===== src/hw/rtl/psta_pkg.sv =====
package psta_pkg;

  // Field widths of the point and result beats.
  localparam int COORD_W = 24;
  localparam int SPEED_W = 18;
  localparam int TIME_W  = 48;

  // Internal datapath widths.
  localparam int SSUM_W  = SPEED_W + 1;        // sum of two speeds
  localparam int SQ_W    = 2 * COORD_W;        // one squared difference
  localparam int RAD_W   = 64;                 // radicand, length squared times 2^14
  localparam int RAD_SH  = 14;
  localparam int ROOT_W  = 32;                 // floor of the square root
  localparam int QUO_SH  = 10;
  localparam int QUO_W   = ROOT_W + QUO_SH;    // numerator and quotient of the divide
  localparam int ROOT_STEPS = 32;
  localparam int DIV_STEPS  = QUO_W;
  localparam int ITER_W  = 6;

  // Configuration port.
  localparam int PADDR_W = 3;
  localparam int PDATA_W = 32;
  localparam logic [PADDR_W-3:0] REG_LOOP_CLOSED = 1'b0;

  // Request to the segment time unit.
  typedef struct packed {
    logic                      start;
    logic signed [COORD_W-1:0] x_a;
    logic signed [COORD_W-1:0] y_a;
    logic        [SPEED_W-1:0] v_a;
    logic signed [COORD_W-1:0] x_b;
    logic signed [COORD_W-1:0] y_b;
    logic        [SPEED_W-1:0] v_b;
  } seg_req_t;

  // Answer of the segment time unit, valid while done is high.
  typedef struct packed {
    logic              done;
    logic              zero_speed;
    logic [QUO_W-1:0]  seg_time;
  } seg_rsp_t;

endpackage


===== src/hw/rtl/psta_point_if.sv =====
interface psta_point_if;
  logic                                       valid;
  logic                                       ready;
  logic signed [psta_pkg::COORD_W-1:0]        x_pos;
  logic signed [psta_pkg::COORD_W-1:0]        y_pos;
  logic        [psta_pkg::SPEED_W-1:0]        speed;
  logic                                       last_point;

  modport source (output valid, x_pos, y_pos, speed, last_point, input ready);
  modport sink   (input valid, x_pos, y_pos, speed, last_point, output ready);
endinterface


===== src/hw/rtl/psta_time_if.sv =====
interface psta_time_if;
  logic                            valid;
  logic                            ready;
  logic [psta_pkg::TIME_W-1:0]     elapsed_time;
  logic                            time_infinite;
  logic                            is_loop_total;
  logic                            last_result;

  modport source (output valid, elapsed_time, time_infinite, is_loop_total, last_result,
                  input ready);
  modport sink   (input valid, elapsed_time, time_infinite, is_loop_total, last_result,
                  output ready);
endinterface


===== src/hw/rtl/psta_apb.sv =====
module psta_apb (
  input  logic                          clk,
  input  logic                          rst,
  input  logic                          psel,
  input  logic                          penable,
  input  logic                          pwrite,
  input  logic [psta_pkg::PADDR_W-1:0]  paddr,
  input  logic [psta_pkg::PDATA_W-1:0]  pwdata,
  output logic [psta_pkg::PDATA_W-1:0]  prdata,
  output logic                          pready,
  output logic                          loop_closed
);

  logic reg_hit;

  // Register select by word index.
  assign reg_hit = (paddr[psta_pkg::PADDR_W-1:2] == psta_pkg::REG_LOOP_CLOSED);
  assign pready  = 1'b1;

  // Write in the access phase.
  always_ff @(posedge clk) begin
    if (rst) begin
      loop_closed <= 1'b0;
    end else if (psel && penable && pwrite && reg_hit) begin
      loop_closed <= pwdata[0];
    end
  end

  // Read back.
  always_comb begin
    prdata = '0;
    if (reg_hit) begin
      prdata[0] = loop_closed;
    end
  end

endmodule


===== src/hw/rtl/psta_sub.sv =====
module psta_sub (
  input  logic [psta_pkg::RAD_W-1:0] a,
  input  logic [psta_pkg::RAD_W-1:0] b,
  output logic [psta_pkg::RAD_W-1:0] diff,
  output logic                       ge
);

  logic [psta_pkg::RAD_W:0] full;

  // One wide subtract; the borrow out doubles as the compare.
  assign full = {1'b0, a} - {1'b0, b};
  assign diff = full[psta_pkg::RAD_W-1:0];
  assign ge   = ~full[psta_pkg::RAD_W];

endmodule


===== src/hw/rtl/psta_seg.sv =====
module psta_seg (
  input  logic                clk,
  input  logic                rst,
  input  psta_pkg::seg_req_t  req,
  output psta_pkg::seg_rsp_t  rsp
);

  typedef enum logic [6:0] {
    SG_IDLE = 7'b0000001,
    SG_DIFF = 7'b0000010,
    SG_SQX  = 7'b0000100,
    SG_SQY  = 7'b0001000,
    SG_SUM  = 7'b0010000,
    SG_ROOT = 7'b0100000,
    SG_DIV  = 7'b1000000
  } seg_state_t;

  seg_state_t state;
  seg_state_t state_next;

  // Operands latched at start.
  logic signed [psta_pkg::COORD_W-1:0] x_a, y_a, x_b, y_b;
  logic        [psta_pkg::SPEED_W-1:0] v_a, v_b;

  logic [psta_pkg::COORD_W-1:0] dx, dy;
  logic [psta_pkg::SSUM_W-1:0]  ssum;
  logic [psta_pkg::SQ_W-1:0]    prod;
  logic [psta_pkg::SQ_W-1:0]    sq_x;
  logic [psta_pkg::RAD_W-1:0]   rad;
  logic [psta_pkg::RAD_W-1:0]   root;
  logic [psta_pkg::RAD_W-1:0]   bitm;
  logic [psta_pkg::SSUM_W-1:0]  rem;
  logic [psta_pkg::QUO_W-1:0]   quo;
  logic [psta_pkg::ITER_W-1:0]  iter;
  logic                         done;

  logic signed [psta_pkg::COORD_W:0] diff_x, diff_y;
  logic [psta_pkg::COORD_W:0]        mag_x, mag_y;
  logic [psta_pkg::COORD_W-1:0]      mul_in;
  logic [psta_pkg::SQ_W:0]           sq_sum;
  logic [psta_pkg::SSUM_W:0]         rem_sh;
  logic [psta_pkg::RAD_W-1:0]        sub_a, sub_b, sub_diff;
  logic                              sub_ge;
  logic [psta_pkg::RAD_W-1:0]        root_step;

  // Signed differences and their magnitudes.
  assign diff_x = {x_a[psta_pkg::COORD_W-1], x_a} - {x_b[psta_pkg::COORD_W-1], x_b};
  assign diff_y = {y_a[psta_pkg::COORD_W-1], y_a} - {y_b[psta_pkg::COORD_W-1], y_b};
  assign mag_x  = diff_x[psta_pkg::COORD_W] ? -diff_x : diff_x;
  assign mag_y  = diff_y[psta_pkg::COORD_W] ? -diff_y : diff_y;

  // The one multiplier squares dx, then dy.
  assign mul_in = (state == SG_SQX) ? dx : dy;
  assign sq_sum = {1'b0, sq_x} + {1'b0, prod};

  // Shared subtractor: square root trial in one phase, divide trial in the other.
  assign rem_sh = {rem, quo[psta_pkg::QUO_W-1]};
  always_comb begin
    if (state == SG_ROOT) begin
      sub_a = rad;
      sub_b = root | bitm;
    end else begin
      sub_a = {{(psta_pkg::RAD_W-psta_pkg::SSUM_W-1){1'b0}}, rem_sh};
      sub_b = {{(psta_pkg::RAD_W-psta_pkg::SSUM_W){1'b0}}, ssum};
    end
  end

  psta_sub u_sub (
    .a    (sub_a),
    .b    (sub_b),
    .diff (sub_diff),
    .ge   (sub_ge)
  );

  // Next partial root of one square root step.
  assign root_step = sub_ge ? ((root >> 1) | bitm) : (root >> 1);

  // Sequencer.
  always_comb begin
    state_next = state;
    case (state)
      SG_IDLE: if (req.start) state_next = SG_DIFF;
      SG_DIFF: state_next = SG_SQX;
      SG_SQX:  state_next = SG_SQY;
      SG_SQY:  state_next = SG_SUM;
      SG_SUM:  state_next = SG_ROOT;
      SG_ROOT: if (iter == psta_pkg::ITER_W'(psta_pkg::ROOT_STEPS - 1)) state_next = SG_DIV;
      SG_DIV:  if (iter == psta_pkg::ITER_W'(psta_pkg::DIV_STEPS - 1)) state_next = SG_IDLE;
      default: state_next = SG_IDLE;
    endcase
  end

  always_ff @(posedge clk) begin
    if (rst) begin
      state <= SG_IDLE;
      done  <= 1'b0;
      iter  <= '0;
    end else begin
      state <= state_next;
      done  <= (state == SG_DIV) && (state_next == SG_IDLE);
      if ((state == SG_ROOT || state == SG_DIV) && state_next == state) begin
        iter <= iter + 1'b1;
      end else begin
        iter <= '0;
      end
    end
  end

  // Datapath registers.
  always_ff @(posedge clk) begin
    case (state)
      SG_IDLE: begin
        if (req.start) begin
          x_a <= req.x_a;
          y_a <= req.y_a;
          v_a <= req.v_a;
          x_b <= req.x_b;
          y_b <= req.y_b;
          v_b <= req.v_b;
        end
      end
      SG_DIFF: begin
        dx   <= mag_x[psta_pkg::COORD_W-1:0];
        dy   <= mag_y[psta_pkg::COORD_W-1:0];
        ssum <= {1'b0, v_a} + {1'b0, v_b};
      end
      SG_SQX: begin
        prod <= mul_in * mul_in;
      end
      SG_SQY: begin
        sq_x <= prod;
        prod <= mul_in * mul_in;
      end
      SG_SUM: begin
        rad  <= {{(psta_pkg::RAD_W-psta_pkg::SQ_W-1-psta_pkg::RAD_SH){1'b0}}, sq_sum,
                 {psta_pkg::RAD_SH{1'b0}}};
        root <= '0;
        bitm <= {2'b01, {(psta_pkg::RAD_W-2){1'b0}}};
      end
      SG_ROOT: begin
        // One result bit per step, restoring form.
        if (sub_ge) begin
          rad <= sub_diff;
        end
        root <= root_step;
        bitm <= bitm >> 2;
        if (state_next == SG_DIV) begin
          rem <= '0;
          quo <= {root_step[psta_pkg::ROOT_W-1:0], {psta_pkg::QUO_SH{1'b0}}};
        end
      end
      SG_DIV: begin
        // Restoring divide, one quotient bit per step.
        if (sub_ge) begin
          rem <= sub_diff[psta_pkg::SSUM_W-1:0];
        end else begin
          rem <= rem_sh[psta_pkg::SSUM_W-1:0];
        end
        quo <= {quo[psta_pkg::QUO_W-2:0], sub_ge};
      end
      default: ;
    endcase
  end

  assign rsp.done       = done;
  assign rsp.zero_speed = (ssum == '0);
  assign rsp.seg_time   = quo;

endmodule


===== src/hw/rtl/path_segment_time_accumulator_core.sv =====
// Path segment time accumulator.
// Point beats enter on the points channel (x_pos, y_pos, speed, last_point);
// time beats leave on the times channel (elapsed_time in 1/65536 s,
// time_infinite, is_loop_total, last_result). Both use valid/ready.
// The APB register loop_closed adds a loop total beat after the last point.
// The first point of a path answers without a segment, through the emit state
// and the output register. Every later point runs one segment through the shared
// unit: difference, two squarings on a single multiplier, a 32-step square root
// and a 42-step divide on one shared 64-bit subtractor; its beat becomes valid
// as the next point can be taken. A last point with loop_closed set runs a
// second, closing segment; its loop total beat follows the beat of that point.
// Points are taken only while the sequencer is idle; one finished beat may
// wait in the output register while the next point is already accepted.
// When the receiver stalls, the block finishes its work and then holds until
// the output register frees. Reset clears the path, the time, the infinite
// flag and loop_closed; the block is ready once reset is released.
module path_segment_time_accumulator_core (
  input  logic                          clk,
  input  logic                          rst,
  psta_point_if.sink                    points,
  psta_time_if.source                   times,
  input  logic                          psel,
  input  logic                          penable,
  input  logic                          pwrite,
  input  logic [psta_pkg::PADDR_W-1:0]  paddr,
  input  logic [psta_pkg::PDATA_W-1:0]  pwdata,
  output logic [psta_pkg::PDATA_W-1:0]  prdata,
  output logic                          pready
);

  typedef enum logic [4:0] {
    ST_IDLE  = 5'b00001,
    ST_SEG   = 5'b00010,
    ST_EMIT  = 5'b00100,
    ST_CLOSE = 5'b01000,
    ST_TOTAL = 5'b10000
  } ctl_state_t;

  ctl_state_t state;
  ctl_state_t state_next;

  logic loop_closed;

  logic signed [psta_pkg::COORD_W-1:0] prev_x, prev_y, first_x, first_y;
  logic        [psta_pkg::SPEED_W-1:0] prev_speed, first_speed;
  logic        [psta_pkg::TIME_W-1:0]  run_time;
  logic                                inf_flag;
  logic                                path_started;
  logic                                cur_last;

  logic                                out_valid;
  logic        [psta_pkg::TIME_W-1:0]  out_time;
  logic                                out_inf;
  logic                                out_loop;
  logic                                out_last;

  psta_pkg::seg_req_t seg_req;
  psta_pkg::seg_rsp_t seg_rsp;

  logic                                accept;
  logic                                out_free;
  logic                                out_load;
  logic [psta_pkg::TIME_W:0]           time_sum;
  logic [psta_pkg::TIME_W-1:0]         time_sat;

  psta_apb u_apb (
    .clk         (clk),
    .rst         (rst),
    .psel        (psel),
    .penable     (penable),
    .pwrite      (pwrite),
    .paddr       (paddr),
    .pwdata      (pwdata),
    .prdata      (prdata),
    .pready      (pready),
    .loop_closed (loop_closed)
  );

  psta_seg u_seg (
    .clk (clk),
    .rst (rst),
    .req (seg_req),
    .rsp (seg_rsp)
  );

  assign points.ready = (state == ST_IDLE);
  assign accept       = points.valid && points.ready;
  assign out_free     = !out_valid || times.ready;
  assign out_load     = out_free && (state == ST_EMIT || state == ST_TOTAL);

  // Saturating accumulate of one segment time.
  assign time_sum = {1'b0, run_time}
                  + {{(psta_pkg::TIME_W + 1 - psta_pkg::QUO_W){1'b0}}, seg_rsp.seg_time};
  assign time_sat = time_sum[psta_pkg::TIME_W] ? {psta_pkg::TIME_W{1'b1}}
                                               : time_sum[psta_pkg::TIME_W-1:0];

  // Segment requests: previous to new point, or last point back to the first.
  always_comb begin
    seg_req.start = 1'b0;
    seg_req.x_a   = prev_x;
    seg_req.y_a   = prev_y;
    seg_req.v_a   = prev_speed;
    seg_req.x_b   = first_x;
    seg_req.y_b   = first_y;
    seg_req.v_b   = first_speed;
    if (state == ST_IDLE) begin
      seg_req.start = accept && path_started;
      seg_req.x_b   = points.x_pos;
      seg_req.y_b   = points.y_pos;
      seg_req.v_b   = points.speed;
    end else if (state == ST_EMIT) begin
      seg_req.start = out_load && cur_last && loop_closed;
    end
  end

  // Sequencer.
  always_comb begin
    state_next = state;
    case (state)
      ST_IDLE:  if (accept) state_next = path_started ? ST_SEG : ST_EMIT;
      ST_SEG:   if (seg_rsp.done) state_next = ST_EMIT;
      ST_EMIT: begin
        if (out_free) begin
          state_next = (cur_last && loop_closed) ? ST_CLOSE : ST_IDLE;
        end
      end
      ST_CLOSE: if (seg_rsp.done) state_next = ST_TOTAL;
      ST_TOTAL: if (out_free) state_next = ST_IDLE;
      default:  state_next = ST_IDLE;
    endcase
  end

  // Control state and path bookkeeping.
  always_ff @(posedge clk) begin
    if (rst) begin
      state        <= ST_IDLE;
      path_started <= 1'b0;
      run_time     <= '0;
      inf_flag     <= 1'b0;
      out_valid    <= 1'b0;
    end else begin
      state <= state_next;
      if (accept && !path_started) begin
        path_started <= 1'b1;
        run_time     <= '0;
        inf_flag     <= 1'b0;
      end
      if ((state == ST_SEG || state == ST_CLOSE) && seg_rsp.done) begin
        if (seg_rsp.zero_speed) begin
          inf_flag <= 1'b1;
        end else begin
          run_time <= time_sat;
        end
      end
      if (out_load && cur_last && (state == ST_TOTAL || !loop_closed)) begin
        path_started <= 1'b0;
        run_time     <= '0;
        inf_flag     <= 1'b0;
      end
      if (out_load) begin
        out_valid <= 1'b1;
      end else if (times.ready) begin
        out_valid <= 1'b0;
      end
    end
  end

  // Point registers.
  always_ff @(posedge clk) begin
    if (accept) begin
      prev_x     <= points.x_pos;
      prev_y     <= points.y_pos;
      prev_speed <= points.speed;
      cur_last   <= points.last_point;
      if (!path_started) begin
        first_x     <= points.x_pos;
        first_y     <= points.y_pos;
        first_speed <= points.speed;
      end
    end
  end

  // Output register.
  always_ff @(posedge clk) begin
    if (out_load) begin
      out_time <= inf_flag ? {psta_pkg::TIME_W{1'b1}} : run_time;
      out_inf  <= inf_flag;
      out_loop <= (state == ST_TOTAL);
      out_last <= cur_last && ((state == ST_TOTAL) || !loop_closed);
    end
  end

  assign times.valid         = out_valid;
  assign times.elapsed_time  = out_time;
  assign times.time_infinite = out_inf;
  assign times.is_loop_total = out_loop;
  assign times.last_result   = out_last;

  // The segment unit answers only while the sequencer waits for it.
  a_done_in_wait: assert property (@(posedge clk) disable iff (rst)
    seg_rsp.done |-> (state == ST_SEG || state == ST_CLOSE))
    else $error("segment answer outside a wait state");

  // A loop total is always the final beat of its path.
  a_loop_is_last: assert property (@(posedge clk) disable iff (rst)
    out_valid && out_loop |-> out_last)
    else $error("loop total beat without last_result");

  // An infinite time reads as the saturated maximum.
  a_inf_max: assert property (@(posedge clk) disable iff (rst)
    out_valid && out_inf |-> (out_time == {psta_pkg::TIME_W{1'b1}}))
    else $error("infinite time not at maximum");

  // One point at a time: no second point in the cycle after an accept.
  a_one_point: assert property (@(posedge clk) disable iff (rst)
    accept |=> !points.ready)
    else $error("point accepted while busy");

endmodule

===== src/flat_wrapper.sv =====
// flat-port wrapper written by rule: the top's interface ports become plain ports
module path_segment_time_accumulator_core_flat 
  (clk, rst, psel, penable, pwrite, paddr, pwdata, prdata, pready, points_valid, points_x_pos, points_y_pos, points_speed, points_last_point, points_ready, times_valid, times_elapsed_time, times_time_infinite, times_is_loop_total, times_last_result, times_ready);
  psta_point_if points_i ();
  psta_time_if times_i ();
  input  logic clk;
  input  logic rst;
  input  logic psel;
  input  logic penable;
  input  logic pwrite;
  input  logic [psta_pkg::PADDR_W-1:0] paddr;
  input  logic [psta_pkg::PDATA_W-1:0] pwdata;
  output logic [psta_pkg::PDATA_W-1:0] prdata;
  output logic pready;
  input wire logic [$bits(points_i.valid)-1:0] points_valid;
  input wire logic [$bits(points_i.x_pos)-1:0] points_x_pos;
  input wire logic [$bits(points_i.y_pos)-1:0] points_y_pos;
  input wire logic [$bits(points_i.speed)-1:0] points_speed;
  input wire logic [$bits(points_i.last_point)-1:0] points_last_point;
  output wire logic [$bits(points_i.ready)-1:0] points_ready;
  output wire logic [$bits(times_i.valid)-1:0] times_valid;
  output wire logic [$bits(times_i.elapsed_time)-1:0] times_elapsed_time;
  output wire logic [$bits(times_i.time_infinite)-1:0] times_time_infinite;
  output wire logic [$bits(times_i.is_loop_total)-1:0] times_is_loop_total;
  output wire logic [$bits(times_i.last_result)-1:0] times_last_result;
  input wire logic [$bits(times_i.ready)-1:0] times_ready;
  assign points_i.valid = points_valid;
  assign points_i.x_pos = points_x_pos;
  assign points_i.y_pos = points_y_pos;
  assign points_i.speed = points_speed;
  assign points_i.last_point = points_last_point;
  assign points_ready = points_i.ready;
  assign times_valid = times_i.valid;
  assign times_elapsed_time = times_i.elapsed_time;
  assign times_time_infinite = times_i.time_infinite;
  assign times_is_loop_total = times_i.is_loop_total;
  assign times_last_result = times_i.last_result;
  assign times_i.ready = times_ready;
  path_segment_time_accumulator_core u_core (.clk(clk), .rst(rst), .points(points_i), .times(times_i), .psel(psel), .penable(penable), .pwrite(pwrite), .paddr(paddr), .pwdata(pwdata), .prdata(prdata), .pready(pready));
endmodule

===== config.mk =====
export PLATFORM = sky130hd
export DESIGN_NAME = path_segment_time_accumulator_core_flat
export DESIGN_NICKNAME = d
export VERILOG_FILES = /design/src/hw/rtl/psta_pkg.sv /design/src/hw/rtl/psta_point_if.sv /design/src/hw/rtl/psta_time_if.sv /design/src/hw/rtl/psta_apb.sv /design/src/hw/rtl/psta_sub.sv /design/src/hw/rtl/psta_seg.sv /design/src/hw/rtl/path_segment_time_accumulator_core.sv /design/src/flat_wrapper.sv
export SDC_FILE = /design/constraint.sdc
export NUM_CORES = 2
export LEC_CHECK = 0
export BUFFER_PORTS_ARGS = -buffer_cell sky130_fd_sc_hd__buf_2
export CAP_MARGIN = 20
export CELL_PAD_IN_SITES_DETAIL_PLACEMENT = 0
export CELL_PAD_IN_SITES_GLOBAL_PLACEMENT = 2
export CORE_MARGIN = 1.5
export CORE_UTILIZATION = 30
export DETAILED_ROUTE_END_ITERATION = 16
export GPL_TIMING_DRIVEN = 0
export PLACE_DENSITY = 0.71
export SYNTH_ARGS = -nofsm -noshare
export SYNTH_HDL_FRONTEND = slang
export SYNTH_SLANG_ARGS = --single-unit
export TNS_END_PERCENT = 100

===== constraint.sdc =====
create_clock -name clk -period 20.3 [get_ports clk]
set_input_delay 3.045 -clock clk [delete_from_list [all_inputs] [get_ports clk]]
set_output_delay 3.045 -clock clk [all_outputs]
set_load 0.1 [all_outputs]

# After elaboration in Yosys (flattened, before gate mapping)
# Index checks and enable logic that the tools add are counted.
[totals]
out_inout_bits = 86
wordCells = 151
inputBits = 109
register_bits = 803
[classes]
add_sub_neg = 9
n_mux = 40
bitwise_logic = 6
reduce_logical = 35
mul = 1
eq_ne = 24
[op_table]
columns = ["operator", "count"]
rows = [
  ["$pmux 64 s2", 3],
  ["$mux 64", 4],
  ["$mux 48", 4],
  ["$pmux 42 s2", 1],
  ["$mux 24", 3],
  ["$mux 66", 1],
  ["$sub 64x64->65", 1],
  ["$or 63x64->64", 1],
  ["$or 64x64->64", 1],
  ["$sub 24x24->25", 2],
  ["$add 48x42->49", 1],
  ["$add 48x48->49", 1],
  ["$pmux 7 s7", 1],
  ["$mul 24x24->48", 1],
  ["$neg 24->24", 2],
  ["$mux 42", 1],
  ["$mux 19", 2],
  ["$pmux 19 s2", 1],
  ["$mux 5", 5],
  ["$pmux 5 s5", 1],
  ["$mux 7", 3],
  ["$add 18x18->19", 1],
  ["$logic_not 19->1", 1],
  ["$logic_and 1x1->1", 15],
  ["other kinds (28)", 58],
]

# Logic depth before layout (Yosys ltp)
[logic_depth]
ltp_word = 13
mapped_depth = 34
mapped_depth_nobuf = 33

# Modules after synthesis
# Synthesis repeated with hierarchy kept, for this count alone.
[hier_totals]
cells_unflattened = 5566
hier_area_um2 = 57559.0
[by_module_without_submodules]
columns = ["mod", "instances", "cells_each", "seq_area_each_um2", "area_per_inst_um2"]
rows = [
  ["psta_seg", 1, 4016, 15685.0, 42045.3],
  ["path_segment_time_accumulator_core", 1, 877, 6646.4, 11184.5],
  ["psta_sub", 1, 633, 0.0, 4020.1],
  ["psta_apb", 1, 40, 20.0, 309.0],
]

# Least setup slack after synthesis
# OpenSTA, ideal clock, no wires.
[synth_timing]
path_kind = "input-to-reg"
from = "input times_ready"
to = "register u_core.u_seg.v_a[0] (netlist name), enable pin"
path_buffers = 0
slack_ns = 4.573
t_required_ns = 19.515
t_arrival_ns = 14.943
cell_stages = 6
setup_time_ns = 0.785
path_cell_list = "nand2b_1 > nor2b_1 > inv_1 > nor2_1 > a21oi_1 > nor3_1"
[synth_between]
elab_chain_len = 7
[synth_lines]
columns = ["element", "line", "rtl"]
rows = [
  ["from (decl)", "flat_wrapper.sv:26", "input wire logic [$bits(times_i.ready)-1:0] times_ready;"],
  ["$logic_or 1x1->1", "path_segment_time_accumulator_core.sv:88", "assign out_free = !out_valid || times.ready;"],
  ["$logic_and 1x1->1", "path_segment_time_accumulator_core.sv:89", "assign out_load = out_free && (state == ST_EMIT || state == ST_TOTAL);"],
  ["via u_core.out_load", "path_segment_time_accumulator_core.sv:62", "logic out_load;"],
  ["$logic_and 1x1->1 (2 in series)", "path_segment_time_accumulator_core.sv:112", "seg_req.start = out_load && cur_last && loop_closed;"],
  ["$mux 1", "path_segment_time_accumulator_core.sv:111", "end else if (state == ST_EMIT) begin"],
  ["$mux 1", "path_segment_time_accumulator_core.sv:106", "if (state == ST_IDLE) begin"],
  ["$reduce_and 2->1 (no source line)", "--", ""],
  ["to (signal assigned)", "psta_seg.sv:116", "v_a <= req.v_a;"],
  ["to (decl)", "psta_seg.sv:23", "logic [psta_pkg::SPEED_W-1:0] v_a, v_b;"],
]
# The timed path passes the listed nets, and every way through them passes these cells.
# A chain may end at the register's enable or synchronous reset.

# Worst setup path after layout
[layout_timing]
from = "register u_core.u_seg.state[6]"
to = "register u_core.u_seg.prod[47] (netlist name) (data pin)"
[layout_between]
elab_chain_len = 3
[layout_lines]
columns = ["element", "line", "rtl"]
rows = [
  ["from (decl)", "psta_seg.sv:18", "seg_state_t state;"],
  ["from (signal assigned)", "psta_seg.sv:99", "state <= state_next;"],
  ["$eq 7x3->1", "psta_seg.sv:53, psta_seg.sv:111", ""],
  ["$mux 24", "psta_seg.sv:53", "assign mul_in = (state == SG_SQX) ? dx : dy;"],
  ["$mul 24x24->48", "psta_seg.sv:128, psta_seg.sv:132", ""],
  ["to (signal assigned)", "psta_seg.sv:128", "prod <= mul_in * mul_in;"],
  ["to (signal assigned)", "psta_seg.sv:132", "prod <= mul_in * mul_in;"],
  ["to (decl)", "psta_seg.sv:27", "logic [psta_pkg::SQ_W-1:0] prod;"],
]
# Every way passes these cells.

==> impl_metrics.py <==
metrics = {
    "status": {
        "status": "completed",
    },
    "clock_network": {
        "cts_buffers": 91,
        "clockBufferDepth": 3,
        "htreeDepth": 3,
        "cts_hold_buf": 0,
        "cts_tree": "built",
        "cts.sinks": 768,
        "clkLatencyLatePin_ns": 0.73,
        "cts-root-buf": "clkbuf_16",
        "postCtsSetupBuffers": 0,
        "cts.clk_slew.worst_paths_ns": 0.08,
        "cts_resized": 0,
    },
    "layout": {
        "nFillCells": 19100,
        "drive_above_1_share_pct": 9.38,
        "final_cell_mix": "inv_1 (767), edfxtp_1 (697), nand2_1 (492)",
        "final_nets": 6616,
        "final_area_um2": 64200,
        "syn2layout_area_growth_pct": 13.4,
        "instances_no_fill": 8261,
        "final_common_cell": "inv_1",
    },
    "setup_path": {
        "cp-end-kind": "flip-flop",
        "critPathMaxFanout": 10,
        "slowest_delay_ns": 0.86,
        "crit_path_start_kind": "flip-flop",
        "critical_path_arrival_ns": 11.76,
        "crit_path_frequent_cell": "fa_1",
        "cpMaxStageDelayCell": "clkbuf_1",
        "path_class": "reg -> reg",
        "critPathRequiredTime_ns": 20.75,
    },
    "routing": {
        "vias": 39000,
        "first_iter_violations": 2135,
        "post_drt_wl_per_cell_um": 18.6,
        "first_pass_iters": 5,
        "drt-total-wl_mm": 154,
        "final_antenna_net_count": 0,
        "viasPerCell": 4.72,
        "drc": 0,
    },
    "synth": {
        "avgSynthCellArea_um2": 10.5,
        "async_reset_ff_share_pct": 0,
        "synth_area_um2": 56600,
        "synth_edf_count": 697,
        "yosys_register_bits": 768,
        "synth-seq-area-share_pct": 39.5,
        "synthCells": 5408,
        "ys_warn_count": 0,
        "synth-main-ff-cell": "edfxtp_1",
        "synth_cell_types": 92,
    },
    "hold_path": {
        "min_path_type": "reg -> reg",
    },
    "sta": {
        "post-route-period-util_pct": 55.7,
        "hold_viol": 0,
        "maxSlewHeadroom_pct": 28.6,
        "max_freq_mhz": 88.4,
        "worst_slew_pin_slew_ns": 1.07,
        "slew_violations": 0,
        "min_period_ns": 11.31,
        "fin_ws_ns": 8.99,
        "setup_violations": 0,
        "finClkSkew_ns": 0.0589,
        "whs_ns": 0.402,
        "rsz0062_at_grt": "no",
    },
    "die": {
        "die_area_um2": 191000,
        "dieHeight_um": 438,
        "fp-row-count": 159,
        "start_util_pct": 30.2,
        "io_pins": 195,
        "core_um2": 188000,
        "die_x_um": 438,
    },
    "power_and_ir_drop": {
        "powerDensity_nw_per_um2": 67.7,
        "max-vdd-ir-drop_uv": 62.7,
        "leakagePower_nw": 27.8,
    },
    "placed_design": {
        "numPortBuffers": 129,
        "pre_cts_ws_ns": 8.71,
        "dp_cells": 8091,
        "gp_congestion": 0.878,
        "placed_cell_area_um2": 61000,
        "dp_hpwl_mm": 122,
    },
    "grt": {
        "grt_pass1_vias": 40600,
        "antenna_found_initial": 3,
        "grt_pass1_wl_mm": 241,
        "groute.usage.overall_pct": 16.1,
        "grt_overflow": 0,
        "grt_start_max_net_pins": 60,
    },
    "job": {
        "cap_viol_max_count": 0,
    },
}
worst paths after layout:
kind	start	end	slack, ns	cells after the start
worst max-delay path	u_core.u_seg.state[6]$_SDFF_PP0_	u_core.u_seg.prod[47]$_DFFE_PP_	8.99	31
worst min-delay path	u_core.prev_x[0]$_DFFE_PP_	u_core.u_seg.x_a[0]$_DFFE_PP_	0.40	0
worst max register to register	u_core.u_seg.state[6]$_SDFF_PP0_	u_core.u_seg.prod[47]$_DFFE_PP_	8.99	31
worst min register to register	u_core.prev_x[0]$_DFFE_PP_	u_core.u_seg.x_a[0]$_DFFE_PP_	0.40	0
critical path, delay by kind of cell (launching register included):
kind,cells,cell delay [ns]
AND/OR/NAND/NOR,7,1.75
multiplexers,1,0.75
flip-flops,1,0.30
XOR/XNOR,1,0.17
AO/OA/AOI/OAI,4,1.32
adder cells (fa/ha/maj),8,3.96
buffers and inverters,10,2.80
state kept, by name, indices dropped and copies added, names as in the netlist, 19 cells and up:
signal	flops
u_core.prev_y	24
u_core.u_seg.rem	19
u_core.u_seg.sq_x	47
u_core.first_y	24
u_core.u_seg.rad	64
u_core.u_seg.y_a	24
u_core.u_seg.root	63
u_core.times.elapsed_time	48
u_core.u_seg.ssum	19
u_core.u_seg.dy	24
u_core.u_seg.x_b	24
u_core.prev_x	24
u_core.u_seg.prod	47
u_core.u_seg.quo	42
u_core.u_seg.y_b	24
u_core.u_seg.bitm	32
u_core.first_x	24
u_core.u_seg.x_a	24
u_core.u_seg.dx	24
u_core.run_time	48
cell families (layout without fill, tap and decap cells):
| kind of cell | Yosys count | count (layout) | share of synthesized area [%] |
|---|---|---|---|
| compound gates | 1060 | 1060 | 12.1 |
| other cells | 2 | 33 | 0.0133 |
| simple gates | 1372 | 1372 | 11.3 |
| xor+xnor | 276 | 276 | 4.27 |
| fa+ha+maj | 818 | 818 | 23.7 |
| buf+inv | 993 | 1320 | 6.83 |
| flops | 768 | 768 | 39.5 |
| mux | 119 | 119 | 2.29 |
power breakdown:
group,switching (mW),leakage (nW),internal [mW]
clock,0.715,1.55,1.02
sequential,0.00999,6.78,1.80
combinational,0.484,19.5,0.321
total,1.21,27.8,3.14
layout make-up:
type	count	area (µm²)	area share, %
clock buffers	110	2440	3.80
plain buffers	217	957	1.49
flip-flops and latches	768	22400	34.8
clock inverters	59	766	1.19
inverters	776	2920	4.54
repair buffers	158	1080	1.68
well taps	2495	3120	4.86
diodes	1	2.50	0.00390
multi-input cells	3677	30600	47.6
routing by layer:
metal / up-vias / part of all wire [%] / track usage (%)
met5: - / 0 / 0
met4: 0 / 2.9 / 4.89
met3: 205 / 3.3 / 1.86
met2: 669 / 48 / 27.5
met1: 19100 / 46 / 21.2
li1: 19100 / - / -
synth_stat cells, drive strengths merged, types with 9 or more instances:
| master | n | area share, % |
|---|---|---|
| o21bai | 42 | 0.56 |
| xor2 | 83 | 1.3 |
| or2 | 63 | 0.70 |
| xnor2 | 193 | 3.0 |
| nand2b | 36 | 0.40 |
| nand3 | 52 | 0.46 |
| a21boi | 16 | 0.21 |
| clkbuf | 156 | 1.0 |
| nor4 | 17 | 0.20 |
| inv | 771 | 5.1 |
| nand4 | 44 | 0.49 |
| ha | 391 | 8.6 |
| o21a | 51 | 0.68 |
| nor2 | 364 | 2.4 |
| mux2i | 36 | 0.64 |
| a311oi | 16 | 0.26 |
| mux2 | 83 | 1.6 |
| o31ai | 21 | 0.35 |
| edfxtp | 697 | 37 |
| o21ai | 184 | 1.6 |
| a2111oi | 9 | 0.17 |
| nor2b | 37 | 0.41 |
| and2 | 32 | 0.35 |
| o22a | 16 | 0.25 |
| a21o | 154 | 2.0 |
| a21oi | 359 | 3.2 |
| a41oi | 9 | 0.17 |
| dfxtp | 71 | 2.5 |
| o211ai | 16 | 0.21 |
| and3 | 125 | 1.4 |
| a31oi | 33 | 0.38 |
| buf | 61 | 0.66 |
| or3 | 21 | 0.23 |
| o31a | 11 | 0.17 |
| a211oi | 57 | 0.80 |
| nand2 | 494 | 3.3 |
| fa | 427 | 15 |
| nor3 | 51 | 0.46 |
through the flow:
stage / setup TNS, ns / total power, mW / util, %
4_1_cts: 0 / 4.41 / 34.2
5_1_grt: 0 / 4.56 / 34.2
3_5_place_dp: 0 / 2.66 / 32.5
3_3_place_gp: -142.85 / 2.66 / 32.3
2_1_floorplan: 0 / 2.45 / -
6_report: 0 / 4.35 / 34.2
Power figures use the tool's default switching activity.
